--- src/hdl/ofdc_pkg.sv ---
// Types, constants and helper functions shared by the frame decrypt and check block.
`default_nettype none

package ofdc_pkg;

    // Configuration register indexes
    localparam int unsigned CFG_INDEX_W = 2;
    typedef logic [CFG_INDEX_W-1:0] cfg_index_t;
    localparam cfg_index_t REG_CIPHER_PID = 2'd0;
    localparam cfg_index_t REG_MAX_LENGTH = 2'd1;

    // Register reset values
    localparam logic [7:0] CIPHER_PID_RESET = 8'd242;
    localparam logic [7:0] MAX_LENGTH_RESET = 8'd66;

    // Frame layout and algorithm constants
    localparam logic [7:0]  MIN_LENGTH     = 8'd10;
    localparam logic [7:0]  OFF_SEED_HIGH  = 8'd3;
    localparam logic [7:0]  OFF_SEED_LOW   = 8'd4;
    localparam logic [7:0]  OFF_BODY_START = 8'd5;
    localparam logic [7:0]  OFF_ID_DONE    = 8'd7;
    localparam logic [15:0] CRC_POLY       = 16'h1021;
    localparam logic [15:0] CIPHER_TAP     = 16'd62965;
    localparam logic [7:0]  CIPHER_MASK    = 8'd90;
    localparam int unsigned CIPHER_STEPS   = 5;

    // Result status codes
    typedef enum logic [1:0] {
        ST_PROGRESS   = 2'd0,
        ST_CRC_OK     = 2'd1,
        ST_CRC_BAD    = 2'd2,
        ST_BAD_LENGTH = 2'd3
    } status_t;

    // Five steps of the right-shifting keystream register.
    function automatic logic [15:0] cipher_advance(input logic [15:0] state);
        logic [15:0] r;
        r = state;
        for (int k = 0; k < CIPHER_STEPS; k++) begin
            if (r[0]) begin
                r = (r >> 1) ^ CIPHER_TAP;
            end else begin
                r = r >> 1;
            end
        end
        return r;
    endfunction

    // One byte of CRC-16, polynomial 0x1021, most significant bit first.
    function automatic logic [15:0] crc_feed(input logic [15:0] crc, input logic [7:0] b);
        logic [15:0] r;
        r = crc ^ {b, 8'h00};
        for (int k = 0; k < 8; k++) begin
            if (r[15]) begin
                r = {r[14:0], 1'b0} ^ CRC_POLY;
            end else begin
                r = {r[14:0], 1'b0};
            end
        end
        return r;
    endfunction

endpackage

`default_nettype wire

--- src/hdl/openthings_frame_decrypt_check_core.sv ---
// Top level: receive-side decipher and CRC check of one radio frame, one byte per request.
`default_nettype none

// This block takes a received frame one byte per request, the length byte
// flagged by s_first, and returns one result per byte: header bytes 0 to 4
// as received, body bytes deciphered with the 16-bit keystream seeded from
// cipher_pid and the frame's seed, the byte's offset, the device id once
// bytes 5 to 7 are in, and on the final byte a status of CRC good or CRC
// mismatch. A length byte outside 10..max_length gives a single result with
// status bad length and opens no frame. Bytes that arrive with no frame open
// give no result, and a new length byte inside a frame drops that frame
// silently. Throughput is one request per clock while no held result stalls
// the input: the five keystream steps and the eight CRC steps for a byte are
// unrolled into the single logic stage between the frame state and the
// result register, and the result appears in the cycle after its request is
// taken. The result register is the only thing that can hold the input back:
// s_ready is low only while a result is held and m_ready is low. Configuration
// writes are taken in any cycle (cfg_ready is always high) but are meant to be
// made only while no frame is in progress and no result is waiting.
module openthings_frame_decrypt_check_core (
    input  wire logic                    aclk,
    input  wire logic                    aresetn,
    // Configuration write channel
    input  wire logic                    cfg_valid,
    output logic                         cfg_ready,
    input  wire ofdc_pkg::cfg_index_t    cfg_index,
    input  wire logic [7:0]              cfg_data,
    // Byte input channel
    input  wire logic                    s_valid,
    output logic                         s_ready,
    input  wire logic [7:0]              s_data_in,
    input  wire logic                    s_first,
    // Result channel
    output logic                         m_valid,
    input  wire logic                    m_ready,
    output logic [7:0]                   m_data_out,
    output logic [7:0]                   m_offset,
    output logic [23:0]                  m_device_id,
    output logic                         m_last,
    output ofdc_pkg::status_t            m_status
);

    import ofdc_pkg::*;

    // Configuration registers
    logic [7:0]  cipher_pid_reg;
    logic [7:0]  max_length_reg;

    // Frame state
    logic        frame_active_reg,  frame_active_next;
    logic [7:0]  byte_offset_reg,   byte_offset_next;
    logic [7:0]  frame_length_reg,  frame_length_next;
    logic [15:0] cipher_state_reg,  cipher_state_next;
    logic [15:0] crc_reg,           crc_next;
    logic [7:0]  crc_high_reg,      crc_high_next;
    logic [23:0] device_id_reg,     device_id_next;

    // Result register
    logic        m_valid_reg,       m_valid_next;
    logic [7:0]  data_out_reg,      data_out_next;
    logic [7:0]  offset_reg,        offset_next;
    logic [23:0] id_out_reg,        id_out_next;
    logic        last_reg,          last_next;
    status_t     status_reg,        status_next;
    logic        produce;

    // Per-byte datapath
    logic        s_take;
    logic        len_ok;
    logic [7:0]  off_inc;
    logic [8:0]  off_plus1;
    logic [8:0]  off_plus2;
    logic [15:0] cipher_adv;
    logic [7:0]  plain;
    logic [23:0] id_shifted;

    assign cfg_ready = 1'b1;
    assign s_ready   = !m_valid_reg || m_ready;
    assign s_take    = s_valid && s_ready;

    assign len_ok     = (s_data_in >= MIN_LENGTH) && (s_data_in <= max_length_reg);
    assign off_inc    = byte_offset_reg + 8'd1;
    assign off_plus1  = {1'b0, off_inc} + 9'd1;
    assign off_plus2  = {1'b0, off_inc} + 9'd2;
    assign cipher_adv = cipher_advance(cipher_state_reg);
    assign plain      = cipher_adv[7:0] ^ s_data_in ^ CIPHER_MASK;
    assign id_shifted = {device_id_reg[15:0], plain};

    always_comb begin
        frame_active_next = frame_active_reg;
        byte_offset_next  = byte_offset_reg;
        frame_length_next = frame_length_reg;
        cipher_state_next = cipher_state_reg;
        crc_next          = crc_reg;
        crc_high_next     = crc_high_reg;
        device_id_next    = device_id_reg;

        produce       = 1'b0;
        data_out_next = s_data_in;
        offset_next   = 8'd0;
        id_out_next   = 24'd0;
        last_next     = 1'b0;
        status_next   = ST_PROGRESS;

        if (s_take) begin
            if (s_first) begin
                // A length byte always yields a result; a good one opens a frame.
                produce           = 1'b1;
                frame_active_next = len_ok;
                if (len_ok) begin
                    byte_offset_next  = 8'd0;
                    frame_length_next = s_data_in;
                    cipher_state_next = 16'd0;
                    crc_next          = 16'd0;
                    crc_high_next     = 8'd0;
                    device_id_next    = 24'd0;
                end else begin
                    last_next   = 1'b1;
                    status_next = ST_BAD_LENGTH;
                end
            end else if (frame_active_reg) begin
                produce          = 1'b1;
                byte_offset_next = off_inc;
                offset_next      = off_inc;
                if (off_inc < OFF_BODY_START) begin
                    // Plain header; the seed is captured as it passes.
                    if (off_inc == OFF_SEED_HIGH) begin
                        cipher_state_next = {8'd0, s_data_in};
                    end else if (off_inc == OFF_SEED_LOW) begin
                        cipher_state_next = {cipher_pid_reg ^ cipher_state_reg[7:0],
                                             s_data_in};
                    end
                end else begin
                    cipher_state_next = cipher_adv;
                    data_out_next     = plain;
                    if (off_inc <= OFF_ID_DONE) begin
                        device_id_next = id_shifted;
                    end
                    if (off_inc >= OFF_ID_DONE) begin
                        id_out_next = device_id_next;
                    end
                    if (off_plus2 <= {1'b0, frame_length_reg}) begin
                        crc_next = crc_feed(crc_reg, plain);
                    end else if (off_plus1 == {1'b0, frame_length_reg}) begin
                        crc_high_next = plain;
                    end else begin
                        // Final byte: compare the received check value.
                        frame_active_next = 1'b0;
                        last_next         = 1'b1;
                        status_next       = ({crc_high_reg, plain} == crc_reg) ?
                                            ST_CRC_OK : ST_CRC_BAD;
                    end
                end
            end
        end

        if (produce) begin
            m_valid_next = 1'b1;
        end else if (m_ready) begin
            m_valid_next = 1'b0;
        end else begin
            m_valid_next = m_valid_reg;
        end
    end

    always_ff @(posedge aclk) begin
        if (!aresetn) begin
            cipher_pid_reg   <= CIPHER_PID_RESET;
            max_length_reg   <= MAX_LENGTH_RESET;
            frame_active_reg <= 1'b0;
            byte_offset_reg  <= 8'd0;
            frame_length_reg <= 8'd0;
            cipher_state_reg <= 16'd0;
            crc_reg          <= 16'd0;
            crc_high_reg     <= 8'd0;
            device_id_reg    <= 24'd0;
            m_valid_reg      <= 1'b0;
        end else begin
            if (cfg_valid && cfg_ready) begin
                case (cfg_index)
                    REG_CIPHER_PID: cipher_pid_reg <= cfg_data;
                    REG_MAX_LENGTH: max_length_reg <= cfg_data;
                    default: ;
                endcase
            end
            frame_active_reg <= frame_active_next;
            byte_offset_reg  <= byte_offset_next;
            frame_length_reg <= frame_length_next;
            cipher_state_reg <= cipher_state_next;
            crc_reg          <= crc_next;
            crc_high_reg     <= crc_high_next;
            device_id_reg    <= device_id_next;
            m_valid_reg      <= m_valid_next;
        end
    end

    // Result payload needs no reset; it is loaded only with a new result.
    always_ff @(posedge aclk) begin
        if (produce) begin
            data_out_reg <= data_out_next;
            offset_reg   <= offset_next;
            id_out_reg   <= id_out_next;
            last_reg     <= last_next;
            status_reg   <= status_next;
        end
    end

    assign m_valid     = m_valid_reg;
    assign m_data_out  = data_out_reg;
    assign m_offset    = offset_reg;
    assign m_device_id = id_out_reg;
    assign m_last      = last_reg;
    assign m_status    = status_reg;

endmodule

`default_nettype wire

--- config.mk ---
export PLATFORM = sky130hd
export DESIGN_NAME = openthings_frame_decrypt_check_core
export DESIGN_NICKNAME = d
export VERILOG_FILES = /design/src/hdl/ofdc_pkg.sv /design/src/hdl/openthings_frame_decrypt_check_core.sv
export SDC_FILE = /design/constraint.sdc
export NUM_CORES = 1
export LEC_CHECK = 0
export ABC_AREA = 1
export BUFFER_PORTS_ARGS = -buffer_cell sky130_fd_sc_hd__buf_2
export CAP_MARGIN = 20
export CORE_MARGIN = 1.5
export CORE_UTILIZATION = 45
export CTS_CLUSTER_SIZE = 25
export DETAILED_ROUTE_END_ITERATION = 8
export HOLD_SLACK_MARGIN = 0.03
export SYNTH_ARGS = -nofsm -noshare
export SYNTH_HDL_FRONTEND = slang
export SYNTH_SLANG_ARGS = --single-unit
--- constraint.sdc ---
create_clock -name aclk -period 6.2 [get_ports aclk]
set_input_delay 0 -clock aclk [delete_from_list [all_inputs] [get_ports aclk]]
set_output_delay 0 -clock aclk [all_outputs]
set_load 0.03 [all_outputs]
==> results <==
- The flow ran to the end, and the final reports show no timing, DRC or antenna violations.
- The die outline width is 137 um.
- The number of fill cells in the layout is 1697.
- The standard-cell row count is 48.
- The part of the total power dissipated in combinational logic is 15.2%.
- Once the clock tree was built, the resizer swapped 0 gates to a different size.
- The power per cell area is 250 nW/um^2.
- For this configuration, the core starts out at a cell density of 46.3%.
- The largest individual stage delay along the critical path comes from the cell inv_2.
- The leading register cell type out of synthesis is dfxtp_1.
- The first global-routing pass estimated 33.6 mm of wire.
- STA classifies the critical path endpoint as a flop.
- The final critical delay including setup and external delays is 3.81 ns.
- Total power for the finished layout comes to 0.00231 W.
- The remaining global-route overflow is 0.
- The data required time at the worst endpoint is 6.46 ns.
- The count of pins over their slew limit is 0.
- The worst hold path stage count is 5.
- The detailed-placement wirelength estimate is 14.5 mm.
- The cell count after synthesis is 1090.
- The final net count is 1206.
- The number of antenna diodes is 0.
- The hold-fix buffer count after cts is 27.
- Pin placement for this block handled 70 I/O pins.
- The area of the mapped netlist is 8030 um^2.
- The max-capacitance violation count is 0.
- TritonCTS created 17 clock buffers.
- Once detail routing completed, the nets flagged for antenna violations numbered 0.
- The maximum single-stage delay on the critical path is 0.61 ns.
- The routed design has 20.7 mm of wire.
- The combined global-route utilization of all metal layers is 23.3%.
- Of the cells placed in the final design, the portion with a size suffix greater than 1 is 15.0%.
- For the final routed database, the setup TNS stands at 0 ns.
- Clock-pin slew was measured on the worst setup and hold paths at 0.06 ns.
- The count of input and output buffers is 68.
- The area inside the core boundary is 17400 um^2.
- Dividing the detail-routed via count by the number of cells gives 5.14.
- The die area is 18700 um^2.
- The via count of the first global-routing pass is 6674.
- The number of setup buffers added after CTS is 0.
- Timing would allow up to 0.262 GHz.
- By instance count, the cell type seen most on the critical path is nand2_1.
- The number of remaining DRC errors is 0.
- The path type of the worst min-delay path is primary input to flop.
- The tree built by TritonCTS fans out to 141 sinks.
- The number of synthesized flops with an enable pin is 43.
- The number of buffers and inverters on the critical path is 2.
- The start point of the worst min-delay path is cfg_valid.
- The longest clock path from root to sink contains 2 buffers.
- The number of antenna violations at the first check in global routing was 0.
- The worst setup path is launched from a flop.
- The worst pin sits at a relative slew slack of 36.6%.
- The critical register-to-register path startpoint is byte_offset_reg[0]$_SDFFE_PN0P_.
- Summed over all nets, the switching power comes to 0.000705 W.
- The share of total power in sequential cells is 43.0%.
- The number of failing hold endpoints at the final stage is 0.
- The slew at the pin with the worst max-slew slack is 0.944 ns.
- The tree is rooted in a clkbuf_16.
- Sequential cells were found to cover 40.5% of the synthesized design area.
- The critical path goes through ha_1, inv_1, o21ai_1, nand2_2, nand2_1, nor2_4, nand2_4, nand2_1, inv_2, nand2_1, nor2_1.
- Compared with the post-synthesis result, the final layout area differs by 15.2%.
- Setup repair after global routing left no endpoint under its margin.
- The most critical setup path has its startpoint at byte_offset_reg[0]$_SDFFE_PN0P_.
- The final weighted congestion of routability-driven global placement is 0.882.
- The mean instance size in the synthesized netlist is 7.37 um^2.
- For this block, the initial DRC count from the detailed router was 394.
- Measured in cells, the most critical reg-to-reg path has a length of 11.
- The async set or reset register ratio after synthesis is 0%.
- Clock skew on the completed layout was measured at 0.0106 ns.
- The leakage power of the design is 3.80 nW.
- The share of the cycle needed by the critical path after routing is 61.5%.
- The peak supply drop is 0.196 mV.
- The switching part of the total power is 30.5%.
- The synthesized net count is 1133.
- Grouping stages by cell kind, the critical path spends the most delay in simple AND/OR/NAND/NOR gates.
- The CTS tree is done.
- The synthesized netlist contains 43 unique library cells.
- The internal power of the cells totals 0.00161 W.
- Synthesis inferred 141 register bits.
- The worst setup slack for register-to-register paths is 2.39 ns.
- The path with the worst hold slack has its endpoint at cipher_pid_reg[1]$_SDFFE_PN1P_.
- The maximum fanout along the worst path is 31.
- For this run, the number of Yosys warnings is 0.
- Setup violations remaining at the end of the flow were counted as 0.
- The clock latency of the later-clocked register in the worst-skew pair is 0.43 ns.
- STA puts the critical path data arrival time at 4.08 ns.
- The pin count of the biggest net entering global routing is 45.
- The die is 137 um tall.
- The first detailed-routing pass took 5 iterations.
- The number of levels in the clock H-tree is 4.
- The total vias in the final route is 7208.
- By startpoint and endpoint, the worst setup path is classified as flop to flop.
- The fraction of power consumed by the clock network is 41.8%.
- After detailed routing, the average wire length per cell comes to 14.8 um.
- In this run the critical register-to-register path is captured at m_device_id[2]$_SDFFCE_PP0P_.
placed cells by master (no fill, tap or decap), types with 27 or more instances in the layout:
cell,count
a21oi_1,85
o21ai_0,55
nand2_1,281
edfxtp_1,43
nand3_1,67
nor2_1,97
buf_2,68
dlygate4sd3_1,27
dfxtp_1,98
inv_1,105
how the worst max path moves through the flow:
stage,endpoint,cells past startpoint
after global placement,m_device_id[17]$_SDFFCE_PP0P_,12
after global routing,m_device_id[2]$_SDFFCE_PP0P_,11
after floorplan,crc_reg[9]$_SDFFE_PN0P_,19
final,m_device_id[2]$_SDFFCE_PP0P_,11
after CTS,m_device_id[3]$_SDFFCE_PP0P_,11
after detailed placement,m_device_id[3]$_SDFFCE_PP0P_,11
area by class of cell:
cell class / instances / area (um^2) / share of cell area (%)
multi-input combinational: 789 / 4100 / 44.3
sequential: 141 / 3250 / 35.2
timing repair buffer: 97 / 626 / 6.76
inverter: 117 / 439 / 4.75
clock buffer: 17 / 425 / 4.60
tap: 225 / 282 / 3.04
clock inverter: 15 / 125 / 1.35
worst reg2reg max path, stage by stage (launching register included):
cell and delay, ns:
dfxtp_1 0.50, ha_1 0.30, inv_1 0.13, o21ai_1 0.21
nand2_2 0.14, nand2_1 0.14, nor2_4 0.06, nand2_4 0.21
nand2_1 0.47, inv_2 0.61, nand2_1 0.61, nor2_1 0.28
layer usage:
| layer | GRT usage (%) | vias to the layer above | wire, um |
|---|---|---|---|
| li1 | - | 3690 | - |
| met1 | 31.0 | 3284 | 9790 |
| met3 | 4.74 | 38 | 1060 |
| met5 | 0 | - | 0 |
| met4 | 8.87 | 0 | 487 |
| met2 | 37.1 | 196 | 9400 |
per-stage QoR:
stage	util (%)	cells	cell area, um^2	hold slack (ns)	worst slack (ns)
final	53.3	1401	9250	0.0746	2.39
after CTS	53.3	1401	9250	0.0398	2.40
after detailed placement	48.6	1342	8430	0.245	2.40
after floorplan	-	1090	8030	0.126	3.23
after global routing	53.3	1401	9250	0.103	1.90
after global placement	48.6	1342	8430	0.231	2.53
cell families (layout without fill, tap and decap cells):
logic type | after synthesis | in the layout | share of synthesized area, %
flip-flops | 141 | 141 | 40.5
AND/OR/NAND/NOR | 532 | 532 | 29.4
XOR/XNOR | 43 | 43 | 4.86
AO/OA/AOI/OAI | 194 | 194 | 13.8
other | 1 | 1 | 0.0467
adder cells (fa/ha/maj) | 19 | 19 | 2.96
buffers and inverters | 160 | 246 | 8.42
power groups by stage:
stage	Clock (W)	Combinational [W]	Sequential, W
6_report	0.000967	0.000353	0.000995
5_1_grt	0.00102	0.000396	0.000997
4_1_cts	0.000982	0.000350	0.000995
3_5_place_dp	0	0.000337	0.00102
3_3_place_gp	0	0.000336	0.00101
2_1_floorplan	0	0.000220	0.00104
Yosys cell counts, types with 10 or more instances:
library cell	instances	area [um^2]
or2_2	23	144
o21a_1	23	173
nand4_1	14	87.6
nand3_1	67	335
inv_2	10	37.5
clkbuf_1	17	63.8
nor2_1	97	364
xnor2_1	16	140
edfxtp_1	43	1290
nand2_1	281	1050
buf_2	14	70.1
ha_1	19	238
dfxtp_1	98	1960
o21ai_0	55	275
xor2_1	26	228
nand2_2	17	106
inv_1	107	402
a21oi_1	85	425
Power figures use the tool's default switching activity.
